--- src/design/mttc_pkg.sv ---
// Shared types and constants of the MIDI tempo/time converter.
// No dependencies; every other design file imports this package.
`default_nettype none

package mttc_pkg;

  localparam int OP_W       = 3;
  localparam int DATE_W     = 32;
  localparam int TUS_W      = 24;
  localparam int TPQ_W      = 15;
  localparam int TEMPO_W    = 21;
  localparam int CFG_DATA_W = 21;
  localparam int CFG_IDX_W  = 2;

  // Shared divider: 48-bit dividend, 21-bit divisor, one quotient bit per cycle
  localparam int DIV_W = 48;
  localparam int DVS_W = 21;
  localparam int CNT_W = $clog2(DIV_W);

  // Shared multiplier: 32 x 21 bits
  localparam int PROD_W = DATE_W + TEMPO_W;

  localparam logic [CFG_IDX_W-1:0] REG_TPQ       = CFG_IDX_W'(0);
  localparam logic [CFG_IDX_W-1:0] REG_DEF_TEMPO = CFG_IDX_W'(1);

  localparam logic [TPQ_W-1:0]   TPQ_RESET       = TPQ_W'(480);
  localparam logic [TEMPO_W-1:0] DEF_TEMPO_RESET = TEMPO_W'(50000);
  localparam logic [TEMPO_W-1:0] TPT_RESET       = TEMPO_W'(104);
  localparam logic [TPQ_W-1:0]   TREM_RESET      = TPQ_W'(80);

  localparam logic [DVS_W-1:0]  US_PER_UNIT = DVS_W'(10);
  localparam logic [DVS_W-1:0]  UNITS_PER_MS_DIV = DVS_W'(100);
  localparam logic [DATE_W-1:0] UNITS_PER_MS = DATE_W'(100);

  typedef enum logic [OP_W-1:0] {
    OP_RESTART   = 3'd0,
    OP_SET_TEMPO = 3'd1,
    OP_T2TIME    = 3'd2,
    OP_TIME2T    = 3'd3,
    OP_T2MS      = 3'd4,
    OP_MS2T      = 3'd5
  } op_t;

  typedef enum logic [4:0] {
    S_IDLE,
    S_DECODE,
    S_TUS_DIV,
    S_TUS_WAIT,
    S_T2T_DELTA,
    S_T2T_MUL_Q,
    S_T2T_MUL_R,
    S_T2T_DIV,
    S_T2T_WAIT,
    S_T2T_FIN,
    S_MS_DIV,
    S_MS_WAIT,
    S_K_DELTA,
    S_K_MUL,
    S_K_DIV,
    S_K_WAIT,
    S_K_FIN,
    S_LOAD_DIV,
    S_LOAD_WAIT,
    S_RESULT
  } state_t;

endpackage

`default_nettype wire

--- src/design/mttc_in_if.sv ---
// Input channel of the converter: valid/ready plus op, date and tempo.
// Depends on mttc_pkg for the field widths.
`default_nettype none

interface mttc_in_if import mttc_pkg::*; ();
  logic              valid;
  logic              ready;
  logic [OP_W-1:0]   op;
  logic [DATE_W-1:0] date;
  logic [TUS_W-1:0]  tempo_us;

  modport source (output valid, output op, output date, output tempo_us, input ready);
  modport sink   (input valid, input op, input date, input tempo_us, output ready);
endinterface

`default_nettype wire

--- src/design/mttc_out_if.sv ---
// Result channel of the converter: valid/ready plus the converted date.
// Depends on mttc_pkg for the field width.
`default_nettype none

interface mttc_out_if import mttc_pkg::*; ();
  logic              valid;
  logic              ready;
  logic [DATE_W-1:0] converted_date;

  modport source (output valid, output converted_date, input ready);
  modport sink   (input valid, input converted_date, output ready);
endinterface

`default_nettype wire

--- src/design/midi_tempo_time_converter_unit.sv ---
// MIDI tempo converter top level: sequencer, shared multiplier, state registers.
// Depends on mttc_pkg, mttc_in_if, mttc_out_if and mttc_divider.
//
// Usage:
//   in_item carries one command: op, date and tempo_us. It is taken only while
//   the sequencer is idle; one command runs to completion before the next.
//   out_item carries converted_date for ticks/time/ms conversions; restart and
//   set tempo produce no result. cfg_we/cfg_index/cfg_data write the
//   resolution (index 0) and the restart tempo (index 1); write only while idle.
//   Divisions in the shared divider, run one at a time, dominate each command.
//   The result sits in an output register; a new command is accepted while it
//   waits, but the next result is held in the sequencer until the register is
//   taken, so a stalled receiver loses nothing.
//   Reset (rst, synchronous) restores resolution 480, restart tempo 50000,
//   anchor zero and the default tempo, and empties the output register.
`default_nettype none

module midi_tempo_time_converter_unit import mttc_pkg::*; (
  input  logic                  clk,
  input  logic                  rst,
  mttc_in_if.sink               in_item,
  mttc_out_if.source            out_item,
  input  logic                  cfg_we,
  input  logic [CFG_IDX_W-1:0]  cfg_index,
  input  logic [CFG_DATA_W-1:0] cfg_data
);

  state_t state, state_next;

  // Configuration and tempo state
  logic [TPQ_W-1:0]   tpq;
  logic [TEMPO_W-1:0] default_tempo;
  logic [DATE_W-1:0]  anchor_ticks;
  logic [DATE_W-1:0]  anchor_time;
  logic [TEMPO_W-1:0] current_tempo;
  logic [TEMPO_W-1:0] tempo_per_tick;
  logic [TPQ_W-1:0]   tempo_remainder;

  // Working registers
  logic [OP_W-1:0]    op_r;
  logic [DATE_W-1:0]  date_r;
  logic [TUS_W-1:0]   tus_r;
  logic [TEMPO_W-1:0] new_tempo;
  logic [DATE_W-1:0]  delta;
  logic               neg;
  logic [PROD_W-1:0]  prod;
  logic [DATE_W-1:0]  acc;
  logic [DATE_W-1:0]  result_val;
  logic               out_valid;
  logic [DATE_W-1:0]  out_data;

  // Control and shared units
  logic               in_ready;
  logic               out_load;
  logic               div_start;
  logic [DIV_W-1:0]   div_dividend;
  logic [DVS_W-1:0]   div_divisor;
  logic               div_done;
  logic [DIV_W-1:0]   div_quo;
  logic [DVS_W-1:0]   div_rem;
  logic [TEMPO_W-1:0] mul_b;

  logic [TPQ_W-1:0]   eff_tpq;
  logic [TEMPO_W-1:0] tus_q;
  logic [DATE_W-1:0]  t2t_val;
  logic [DATE_W-1:0]  k_sat;
  op_t                op_e;

  assign op_e    = op_t'(op_r);
  assign eff_tpq = (tpq == '0) ? TPQ_W'(1) : tpq;
  assign tus_q   = div_quo[TEMPO_W-1:0];
  assign t2t_val = neg ? (anchor_time - acc) : (anchor_time + acc);
  assign k_sat   = (div_quo[DIV_W-1:DATE_W] != '0) ? '1 : div_quo[DATE_W-1:0];

  mttc_divider u_div (
    .clk       (clk),
    .rst       (rst),
    .start     (div_start),
    .dividend  (div_dividend),
    .divisor   (div_divisor),
    .done      (div_done),
    .quotient  (div_quo),
    .remainder (div_rem)
  );

  always_ff @(posedge clk) begin
    if (rst) begin
      state <= S_IDLE;
    end else begin
      state <= state_next;
    end
  end

  always_comb begin
    state_next = state;
    unique case (state)
      S_IDLE:      if (in_item.valid) state_next = S_DECODE;
      S_DECODE: begin
        case (op_e)
          OP_RESTART:          state_next = S_LOAD_DIV;
          OP_SET_TEMPO:        state_next = S_TUS_DIV;
          OP_T2TIME, OP_T2MS:  state_next = S_T2T_DELTA;
          OP_TIME2T, OP_MS2T:  state_next = S_K_DELTA;
          default:             state_next = S_IDLE;
        endcase
      end
      S_TUS_DIV:   state_next = S_TUS_WAIT;
      S_TUS_WAIT: begin
        if (div_done) begin
          // drop a zero or unchanged tempo
          if (tus_q == '0 || tus_q == current_tempo) state_next = S_IDLE;
          else state_next = S_T2T_DELTA;
        end
      end
      S_T2T_DELTA: state_next = S_T2T_MUL_Q;
      S_T2T_MUL_Q: state_next = S_T2T_MUL_R;
      S_T2T_MUL_R: state_next = S_T2T_DIV;
      S_T2T_DIV:   state_next = S_T2T_WAIT;
      S_T2T_WAIT:  if (div_done) state_next = S_T2T_FIN;
      S_T2T_FIN: begin
        case (op_e)
          OP_T2MS:      state_next = S_MS_DIV;
          OP_SET_TEMPO: state_next = S_LOAD_DIV;
          default:      state_next = S_RESULT;
        endcase
      end
      S_MS_DIV:    state_next = S_MS_WAIT;
      S_MS_WAIT:   if (div_done) state_next = S_RESULT;
      S_K_DELTA:   state_next = (current_tempo == '0) ? S_K_FIN : S_K_MUL;
      S_K_MUL:     state_next = S_K_DIV;
      S_K_DIV:     state_next = S_K_WAIT;
      S_K_WAIT:    if (div_done) state_next = S_K_FIN;
      S_K_FIN:     state_next = S_RESULT;
      S_LOAD_DIV:  state_next = S_LOAD_WAIT;
      S_LOAD_WAIT: if (div_done) state_next = S_IDLE;
      S_RESULT:    if (!out_valid || out_item.ready) state_next = S_IDLE;
      default:     state_next = S_IDLE;
    endcase
  end

  always_comb begin
    in_ready     = (state == S_IDLE);
    out_load     = (state == S_RESULT) && (!out_valid || out_item.ready);
    div_start    = 1'b0;
    div_dividend = DIV_W'(prod);
    div_divisor  = DVS_W'(eff_tpq);
    mul_b        = tempo_per_tick;
    unique case (state)
      S_TUS_DIV: begin
        div_start    = 1'b1;
        div_dividend = DIV_W'(tus_r);
        div_divisor  = US_PER_UNIT;
      end
      S_T2T_DIV:   div_start = 1'b1;
      S_MS_DIV: begin
        div_start    = 1'b1;
        div_dividend = DIV_W'(acc);
        div_divisor  = UNITS_PER_MS_DIV;
      end
      S_K_DIV: begin
        div_start   = 1'b1;
        div_divisor = current_tempo;
      end
      S_LOAD_DIV: begin
        div_start    = 1'b1;
        div_dividend = DIV_W'(new_tempo);
      end
      S_T2T_MUL_R: mul_b = TEMPO_W'(tempo_remainder);
      S_K_MUL:     mul_b = TEMPO_W'(eff_tpq);
      default: begin
      end
    endcase
  end

  // Configuration, anchor, tempo and output valid
  always_ff @(posedge clk) begin
    if (rst) begin
      tpq             <= TPQ_RESET;
      default_tempo   <= DEF_TEMPO_RESET;
      anchor_ticks    <= '0;
      anchor_time     <= '0;
      current_tempo   <= DEF_TEMPO_RESET;
      tempo_per_tick  <= TPT_RESET;
      tempo_remainder <= TREM_RESET;
      out_valid       <= 1'b0;
    end else begin
      if (cfg_we) begin
        if (cfg_index == REG_TPQ) tpq <= cfg_data[TPQ_W-1:0];
        else if (cfg_index == REG_DEF_TEMPO) default_tempo <= cfg_data[TEMPO_W-1:0];
      end
      if (state == S_DECODE && op_e == OP_RESTART) begin
        anchor_ticks <= '0;
        anchor_time  <= '0;
      end
      // move the anchor with the old tempo before reloading it
      if (state == S_T2T_FIN && op_e == OP_SET_TEMPO) begin
        anchor_time  <= t2t_val;
        anchor_ticks <= date_r;
      end
      if (state == S_LOAD_WAIT && div_done) begin
        current_tempo   <= new_tempo;
        tempo_per_tick  <= div_quo[TEMPO_W-1:0];
        tempo_remainder <= div_rem[TPQ_W-1:0];
      end
      if (out_load) out_valid <= 1'b1;
      else if (out_item.ready) out_valid <= 1'b0;
    end
  end

  // Working datapath
  always_ff @(posedge clk) begin
    if (state == S_IDLE && in_item.valid) begin
      op_r   <= in_item.op;
      date_r <= in_item.date;
      tus_r  <= in_item.tempo_us;
    end
    unique case (state)
      S_DECODE: begin
        if (op_e == OP_MS2T) date_r <= date_r * UNITS_PER_MS;
        if (op_e == OP_RESTART) new_tempo <= default_tempo;
      end
      S_TUS_WAIT:  if (div_done) new_tempo <= tus_q;
      S_T2T_DELTA: begin
        if (date_r >= anchor_ticks) begin
          delta <= date_r - anchor_ticks;
          neg   <= 1'b0;
        end else begin
          delta <= anchor_ticks - date_r;
          neg   <= 1'b1;
        end
      end
      S_T2T_MUL_Q: prod <= PROD_W'(delta) * PROD_W'(mul_b);
      S_T2T_MUL_R: begin
        acc  <= prod[DATE_W-1:0];
        prod <= PROD_W'(delta) * PROD_W'(mul_b);
      end
      S_T2T_WAIT:  if (div_done) acc <= acc + div_quo[DATE_W-1:0];
      S_T2T_FIN: begin
        result_val <= t2t_val;
        acc        <= t2t_val;
      end
      S_MS_WAIT:   if (div_done) result_val <= div_quo[DATE_W-1:0];
      S_K_DELTA: begin
        acc <= DATE_W'(1);
        if (date_r >= anchor_time) begin
          delta <= date_r - anchor_time;
          neg   <= 1'b0;
        end else begin
          delta <= anchor_time - date_r;
          neg   <= 1'b1;
        end
      end
      S_K_MUL:     prod <= PROD_W'(delta) * PROD_W'(mul_b);
      S_K_WAIT:    if (div_done) acc <= k_sat;
      S_K_FIN:     result_val <= neg ? (anchor_ticks - acc) : (anchor_ticks + acc);
      default: begin
      end
    endcase
  end

  always_ff @(posedge clk) begin
    if (out_load) out_data <= result_val;
  end

  assign in_item.ready           = in_ready;
  assign out_item.valid          = out_valid;
  assign out_item.converted_date = out_data;

  a_accept_decodes: assert property (@(posedge clk) disable iff (rst)
    (in_item.valid && in_item.ready) |=> (state == S_DECODE))
    else $error("accepted item not decoded");
  a_done_in_wait: assert property (@(posedge clk) disable iff (rst)
    div_done |-> (state == S_TUS_WAIT || state == S_T2T_WAIT || state == S_MS_WAIT ||
                  state == S_K_WAIT || state == S_LOAD_WAIT))
    else $error("divider finished outside a wait state");
  a_out_hold: assert property (@(posedge clk) disable iff (rst)
    (out_item.valid && !out_item.ready) |=>
      (out_item.valid && $stable(out_item.converted_date)))
    else $error("result item changed while stalled");

endmodule

`default_nettype wire

--- src/design/mttc_divider.sv ---
// Shared restoring divider: one quotient bit per cycle over a 48-bit dividend.
// Depends on mttc_pkg for widths.
`default_nettype none

module mttc_divider import mttc_pkg::*; (
  input  logic              clk,
  input  logic              rst,
  input  logic              start,
  input  logic [DIV_W-1:0]  dividend,
  input  logic [DVS_W-1:0]  divisor,
  output logic              done,
  output logic [DIV_W-1:0]  quotient,
  output logic [DVS_W-1:0]  remainder
);

  logic [DIV_W-1:0] quo;
  logic [DVS_W-1:0] rem;
  logic [DVS_W-1:0] dvs;
  logic [CNT_W-1:0] cnt;
  logic             running;
  logic [DVS_W:0]   trial;
  logic             fits;

  assign trial = {rem, quo[DIV_W-1]};
  assign fits  = (trial >= {1'b0, dvs});

  always_ff @(posedge clk) begin
    if (rst) begin
      running <= 1'b0;
      done    <= 1'b0;
      cnt     <= '0;
    end else begin
      done <= 1'b0;
      if (start) begin
        running <= 1'b1;
        cnt     <= '0;
      end else if (running) begin
        cnt <= cnt + CNT_W'(1);
        if (cnt == CNT_W'(DIV_W - 1)) begin
          running <= 1'b0;
          done    <= 1'b1;
        end
      end
    end
  end

  // Quotient bits shift in where the dividend bits shift out
  always_ff @(posedge clk) begin
    if (start) begin
      quo <= dividend;
      rem <= '0;
      dvs <= divisor;
    end else if (running) begin
      quo <= {quo[DIV_W-2:0], fits};
      rem <= fits ? DVS_W'(trial - {1'b0, dvs}) : trial[DVS_W-1:0];
    end
  end

  assign quotient  = quo;
  assign remainder = rem;

  a_no_restart: assert property (@(posedge clk) disable iff (rst) start |-> !running)
    else $error("divider started while busy");
  a_done_after_run: assert property (@(posedge clk) disable iff (rst)
    done |-> ($past(running) && !running))
    else $error("divider done without a run");
  a_rem_below_dvs: assert property (@(posedge clk) disable iff (rst)
    done |-> (rem < dvs))
    else $error("divider remainder not below divisor");

endmodule

`default_nettype wire
--- src/flat_wrapper.sv ---
// flat-port wrapper written by rule: the top's interface ports become plain ports
module midi_tempo_time_converter_unit_flat import mttc_pkg::*;
  (clk, rst, cfg_we, cfg_index, cfg_data, in_item_valid, in_item_op, in_item_date, in_item_tempo_us, in_item_ready, out_item_valid, out_item_converted_date, out_item_ready);
  mttc_in_if in_item_i ();
  mttc_out_if out_item_i ();
  input  logic clk;
  input  logic rst;
  input  logic cfg_we;
  input  logic [CFG_IDX_W-1:0] cfg_index;
  input  logic [CFG_DATA_W-1:0] cfg_data;
  input wire logic [$bits(in_item_i.valid)-1:0] in_item_valid;
  input wire logic [$bits(in_item_i.op)-1:0] in_item_op;
  input wire logic [$bits(in_item_i.date)-1:0] in_item_date;
  input wire logic [$bits(in_item_i.tempo_us)-1:0] in_item_tempo_us;
  output wire logic [$bits(in_item_i.ready)-1:0] in_item_ready;
  output wire logic [$bits(out_item_i.valid)-1:0] out_item_valid;
  output wire logic [$bits(out_item_i.converted_date)-1:0] out_item_converted_date;
  input wire logic [$bits(out_item_i.ready)-1:0] out_item_ready;
  assign in_item_i.valid = in_item_valid;
  assign in_item_i.op = in_item_op;
  assign in_item_i.date = in_item_date;
  assign in_item_i.tempo_us = in_item_tempo_us;
  assign in_item_ready = in_item_i.ready;
  assign out_item_valid = out_item_i.valid;
  assign out_item_converted_date = out_item_i.converted_date;
  assign out_item_i.ready = out_item_ready;
  midi_tempo_time_converter_unit u_core (.clk(clk), .rst(rst), .in_item(in_item_i), .out_item(out_item_i), .cfg_we(cfg_we), .cfg_index(cfg_index), .cfg_data(cfg_data));
endmodule
--- config.mk ---
export PLATFORM = sky130hd
export DESIGN_NAME = midi_tempo_time_converter_unit_flat
export DESIGN_NICKNAME = d
export VERILOG_FILES = /design/src/design/mttc_pkg.sv /design/src/design/mttc_in_if.sv /design/src/design/mttc_out_if.sv /design/src/design/midi_tempo_time_converter_unit.sv /design/src/design/mttc_divider.sv /design/src/flat_wrapper.sv
export SDC_FILE = /design/constraint.sdc
export NUM_CORES = 2
export LEC_CHECK = 0
export BUFFER_PORTS_ARGS = -buffer_cell sky130_fd_sc_hd__buf_2
export CAP_MARGIN = 25
export CORE_MARGIN = 2
export CORE_UTILIZATION = 60
export DETAILED_ROUTE_END_ITERATION = 8
export HOLD_SLACK_MARGIN = 0.03
export PLACE_DENSITY = 0.77
export SYNTH_ARGS = -nofsm -noshare
export SYNTH_HDL_FRONTEND = slang
export SYNTH_SLANG_ARGS = --single-unit
--- constraint.sdc ---
create_clock -name clk -period 13 [get_ports clk]
set_clock_uncertainty 0.2 [all_clocks]
set_input_delay 1.3 -clock clk [delete_from_list [all_inputs] [get_ports clk]]
set_output_delay 1.3 -clock clk [all_outputs]
set_load 0.03 [all_outputs]
# == Word-level counts from Yosys, hierarchy flattened ==
# Index checks and enable logic that the tools add are counted.
# Widths: inputs -> output; s select.
# totals
register_bits,518
inputBits,87
output_inout_bits,34
wordCells,161
# op_classes
n_addsub,11
n_mul,2
n_lt_le_gt_ge,3
eq_ne,35
muxes,49
n_bitwise,2
n_reduce_logical,34
# ops
op,n
$mux 32,14
$sub 32x32->32,6
$pmux 32 s5,1
$pmux 48 s3,1
$pmux 5 s20,1
$add 32x32->32,3
$mux 48,2
$pmux 32 s3,1
$pmux 21 s2,2
$ge 32x32->1,2
$pmux 32 s2,1
$mux 21,3
$pmux 21 s3,1
$mul 32x21->48,1
$logic_not 21->1,2
$eq 5x4->1 const B,8
$mux 5,8
$mul 32x5->30 const B,1
$ge 22x21->1,1
$eq 21x21->1,1
$sub 21x21->21,1
$eq 5x3->1 const B,4
$eq 5x5->1 const B,4
$pmux 5 s4,1
other kinds (33),66

# == Logic depth before layout (Yosys ltp) ==
# logic_depth
ltp_word,5
depth_mapped,36
mapped_depth_nobuf,33

# == Hierarchy ==
# A second synthesis with hierarchy kept.
# unflattened
hier_cells,6492
area_unflattened_um2,57542.7
# modules_own_cells
module,n_inst,cells_each,area_per_inst_um2,seq_area_each_um2
midi_tempo_time_converter_unit,1,6062,52496.6,10660.2
mttc_divider,1,430,5046.1,2652.5

# == Worst setup path before layout ==
# No wires, ideal clock.
# synth_path
path_type,register to register
startpoint,register u_core.state[1]
endpoint,register u_core.prod[44] (data pin)
setup_time_ps,274
arrival_time_ps,8394
t_required_ps,12526
slack_ps,4132
stages_incl_launch_ff,33
path_buffers,3
period_less_slack_ps,8868
path_cell_list,dfxtp_1 -> buf_2 -> nand2_1 -> nor4_1 -> nor2_1 -> clkbuf_1 -> nand2_1 -> nand2_1 -> clkbuf_1 -> and2_1 -> fa_1 -> inv_1 -> fa_1 -> fa_1 -> inv_1 -> fa_1 -> fa_1 -> fa_1 -> inv_1 -> fa_1 -> inv_1 -> ha_1 -> and3_4 -> and2_1 -> a41o_1 -> a211o_1 -> a221oi_2 -> o221ai_2 -> a21o_1 -> a21o_1 -> a221oi_2 -> o41ai_1 -> xor2_1
# synth_between
elab_chain_len,3
elab_cells_between_ends,4
classes_between,1 x mul; 2 x eq/ne; 1 x mux
# synth_lines
element,line_no,rtl
from (decl),midi_tempo_time_converter_unit.sv:28,"state_t state, state_next;"
from (signal assigned),midi_tempo_time_converter_unit.sv:90,state <= state_next;
$eq 5x4->1 or $eq 5x3->1 (tied branches),"midi_tempo_time_converter_unit.sv:148, midi_tempo_time_converter_unit.sv:217",
$pmux 21 s2 (*),midi_tempo_time_converter_unit.sv:148,unique case (state)
$mul 32x21->48 (*),"midi_tempo_time_converter_unit.sv:232, midi_tempo_time_converter_unit.sv:235, midi_tempo_time_converter_unit.sv:253",
to (signal assigned),midi_tempo_time_converter_unit.sv:232,S_T2T_MUL_Q: prod <= PROD_W'(delta) * PROD_W'(mul_b);
to (signal assigned),midi_tempo_time_converter_unit.sv:235,prod <= PROD_W'(delta) * PROD_W'(mul_b);
to (signal assigned),midi_tempo_time_converter_unit.sv:253,S_K_MUL: prod <= PROD_W'(delta) * PROD_W'(mul_b);
to (decl),midi_tempo_time_converter_unit.sv:46,logic [PROD_W-1:0] prod;
# Every way passes the cells marked *; elsewhere a longest branch is shown, timed or not.
# A chain may end at the register's enable or synchronous reset.

# == Final worst setup path ==
# layout_path
startpoint,register u_core.state[0]
endpoint,register u_core.prod[47] (data pin)
# Same word-level chain as after synthesis.

==> results_dict.tcl <==
set metrics [dict create \
    cts-root-buf "clkbuf_16" \
    clkPwrFrac_pct 11.3 \
    relSlewSlack_pct 22.32 \
    grt_pass1_wl_microns 281800 \
    crit_arrival_ns 10.99 \
    critical_path_class "flip-flop to flip-flop" \
    rrSetupSlack_ns 2.22 \
    worst_pin_slew_ns 1.165 \
    die_w_microns 312.7 \
    pwr-share-comb_pct 69.5 \
    clk_pin_slew_ns 0.07 \
    grt_pass1_vias 47582 \
    synth_seq_cells 518 \
    via_per_inst 6.297 \
    cts-resized-gates 0 \
    min_period_over_period_pct 82.92 \
    worstPathRequired_ns 13.21 \
    synth_compound_area_share_pct 16.06 \
    max-cap-violations 0 \
    reg2regPathDepth 31 \
    hp-class "flip-flop to flip-flop" \
    port_buffers 120 \
    die_h_microns 312.7 \
    holdCritStartpoint "u_core.result_val[2]" \
    setup_violations 0 \
    synth_top_family_by_area "adder cells" \
    cts_buffers 58 \
    whs_endpoint "u_core.out_item.converted_date[2]" \
    place_area_sq_mm 0.05889 \
    finalCriticalPeriod_ns 10.78 \
    cts.sinks 518 \
    multiInputGateArea_sq_mm 0.03947 \
    synth_cell_types 88 \
    rsz0062_at_grt "no" \
    cp_slowest_cell "dfxtp_1" \
    start_util_pct 60.37 \
    drt_pass1_iterations 7 \
    grtUsageTotal_pct 37.38 \
    routedWlPerCell_microns 23.74 \
    async_flop_share_pct 0 \
    grt_max_degree 87 \
    synth_cells 6476 \
    drive_gt1_share_pct 6.170 \
    overflow 0 \
    r2r-start "u_core.state[0]" \
    antenna_found_initial 6 \
    io_pins 121 \
    insertion_delay_ns 0.71 \
    fill_cells 7946 \
    p_int_mw 7.436 \
    power_density_mw_per_mm2 249.6 \
    postSynthAreaPerCell_sq_um 8.831 \
    wirelength_microns 183200 \
    synth_fa_ha_area_share_pct 30.55 \
    yosysSeqAreaShare_pct 23.28 \
    cts.path.max_buffers 3 \
    timing.rr.end "u_core.prod[47]" \
    gp_congestion 1.001 \
    cp_max_fo 26 \
    regArea_sq_mm 0.01331 \
    min_path_cells 0 \
    stdcell_area_sq_mm 0.06110 \
    synthXorXnorAreaFrac_pct 4.439 \
    fin_nets 7530 \
    drt-initial-drc-count 5489 \
    coreArea_sq_mm 0.09473 \
    slew_violations 0 \
    drc_errors 0 \
    status "completed" \
    ir_drop_v 0.0004548 \
    yosys_warnings 0 \
    synth_edf_count 294 \
    ys.flop_type "edfxtp_1" \
    num_rows 113 \
    p_leak_nw 27.76 \
    syn2layout_area_growth_pct 6.841 \
    critPathLaunchType "flip-flop" \
    power_frac_seq_pct 19.2 \
    setup-tns-final_ns 0 \
    vias 48601 \
    switching_share_pct 51.24 \
    ant_nets 0 \
    postCtsSetupRepairBufs 0 \
    dpl.hpwl_microns 141100 \
    cp_common_cell "fa_1" \
    syn_nets 7605 \
    timing_hold_violations_final 0 \
    synth_simple_gate_area_share_pct 16.15 \
    fp.dieArea_sq_mm 0.09780 \
    max_stage_delay_ns 0.91 \
    switchingPower_mw 7.813 \
    cts_tree "built" \
    synth_area_sq_mm 0.05719 \
    synthMuxAreaShare_pct 1.606 \
    cts_max_level 2 \
    fmax_ghz 0.09277 \
    cp-end-kind "flip-flop" \
    postCtsHoldBufs 0 \
]
## power by group through the flow
stage / logic [mW] / registers [mW] / clock network [mW]
after floorplan: 7.72 / 2.59 / 0
after global placement: 10.1 / 2.91 / 0
after detailed placement: 10.3 / 2.92 / 0
after CTS: 10.4 / 2.89 / 1.75
after global routing: 11.7 / 2.93 / 1.81
final: 10.6 / 2.92 / 1.73
## Yosys cell counts, types with 11 or more instances
master     count  area share [%]
o2111ai_1     12            0.18
inv_1        847             5.6
nor2b_1       45            0.49
nand3b_1      26            0.34
nand2b_1      34            0.37
o221ai_1      14            0.21
and2_1       331             3.6
a22o_1        12            0.18
or3_1         18            0.20
o21a_1        56            0.74
buf_1         13           0.085
xnor2_1      189             2.9
o211ai_1      25            0.33
edfxtp_1     294              15
buf_2         17            0.15
a222oi_1      26            0.46
nand4_1       45            0.49
mux2_2        30            0.59
a21oi_1      447             3.9
dfxtp_1      224             7.8
and3_1       131             1.4
nand3_1       69            0.60
nor4_1        28            0.31
o21bai_1      51            0.67
a221o_1       15            0.26
nand2_1      753             4.9
a221oi_1      22            0.34
nor2_1       320             2.1
o31ai_1       15            0.20
nor3_1        69            0.60
a211oi_1      43            0.56
a22oi_1      108             1.4
fa_1         591              21
a21boi_0      11            0.14
a21o_1       144             1.9
mux2i_1       58             1.0
xor2_1        99             1.5
ha_1         451             9.9
clkbuf_1     319             2.1
a311oi_1      12            0.18
o21ai_0      272             2.4
a31oi_1       60            0.66
## layout make-up
cell class / instances / area share (%)
Multi-Input combinational cell: 4759 / 64.60
Sequential cell: 518 / 21.79
Inverter: 849 / 5.216
Tap cell: 1265 / 2.590
Clock buffer: 70 / 2.549
Timing Repair Buffer: 215 / 2.545
Clock inverter: 40 / 0.7065
Antenna cell: 2 / 0.008191
## critical path: cells and delay by family (launching register included)
kind            cells  cell delay [ns]
simple gates        7             1.72
flops               1             0.91
buf+inv             6             0.92
fa+ha+maj           8             3.79
xor+xnor            1             0.11
compound gates      9             2.82
## logic make-up after synthesis
logic type,Yosys count
AOI/OAI and AO/OA,1428
DFF,518
and+or+nand+nor,1912
adders and majority gates,1042
muxes,88
xor gates and xnor gates,289
buffers and inverters,1199
## metrics by stage
step                util (%)  hold WS, ns  setup WS [ns]  cells  total power [mW]
finish                 64.50       0.1921          2.221   7718             15.25
global route           64.50       0.1975          1.879   7716             16.48
CTS                    64.27       0.1898          2.134   7707             15.03
detailed placement     62.17       0.2045          2.199   7597             13.18
global placement       62.03       0.2004          2.363   7592             13.04
floorplan                  -       0.2003          4.132   6476             10.32
## cells in the final DEF, fill, tap and decap left out, types with 22 or more instances in the layout
cell type  synthesis  routed
inv_1            847     847
nand2_1          753     750
fa_1             591     591
ha_1             451     451
a21oi_1          447     445
and2_1           331     330
nor2_1           320     312
edfxtp_1         294     294
o21ai_0          272     271
dfxtp_1          224     224
xnor2_1          189     189
a21o_1           144     144
and3_1           131     131
buf_2             17     119
a22oi_1          108     108
xor2_1            99      99
buf_4              1      82
nand3_1           69      68
nor3_1            69      64
a31oi_1           60      60
mux2i_1           58      58
clkbuf_16          0      58
o21a_1            56      56
o21bai_1          51      51
nor2b_1           45      45
nand4_1           45      45
a211oi_1          43      43
nand2b_1          34      33
mux2_2            30      30
nor4_1            28      27
nand3b_1          26      26
a222oi_1          26      26
o211ai_1          25      25
a221oi_1          22      22
## state kept, by name, indices dropped and copies added, names as in the netlist, 24 cells and up
signal	cells
u_core.delta	32
u_core.anchor_time	32
u_core.prod	48
u_core.tus_r	24
u_core.result_val	32
u_core.acc	32
u_core.anchor_ticks	32
u_core.out_item.converted_date	32
u_core.date_r	32
u_core.u_div.quotient	48
## how the worst max path moves through the flow
stage                     cells past startpoint               to  slack (ns)             from
after floorplan                              32  u_core.prod[44]        4.13  u_core.state[1]
after global placement                       32  u_core.prod[44]        2.36  u_core.state[0]
after detailed placement                     32  u_core.prod[44]        2.20  u_core.state[0]
after CTS                                    32  u_core.prod[44]        2.13  u_core.state[0]
after global routing                         31  u_core.prod[47]        1.88  u_core.state[0]
final                                        31  u_core.prod[47]        2.22  u_core.state[0]
## routing by layer
metal	up-vias	part of all wire (%)	GRT usage [%]
met5	-	0.030	0.3385
met2	2511	44	57.76
li1	21631	-	-
met3	510	9.7	6.570
met4	6	6.1	18.75
met1	23943	40	50.87
Power figures use the tool's default switching activity.
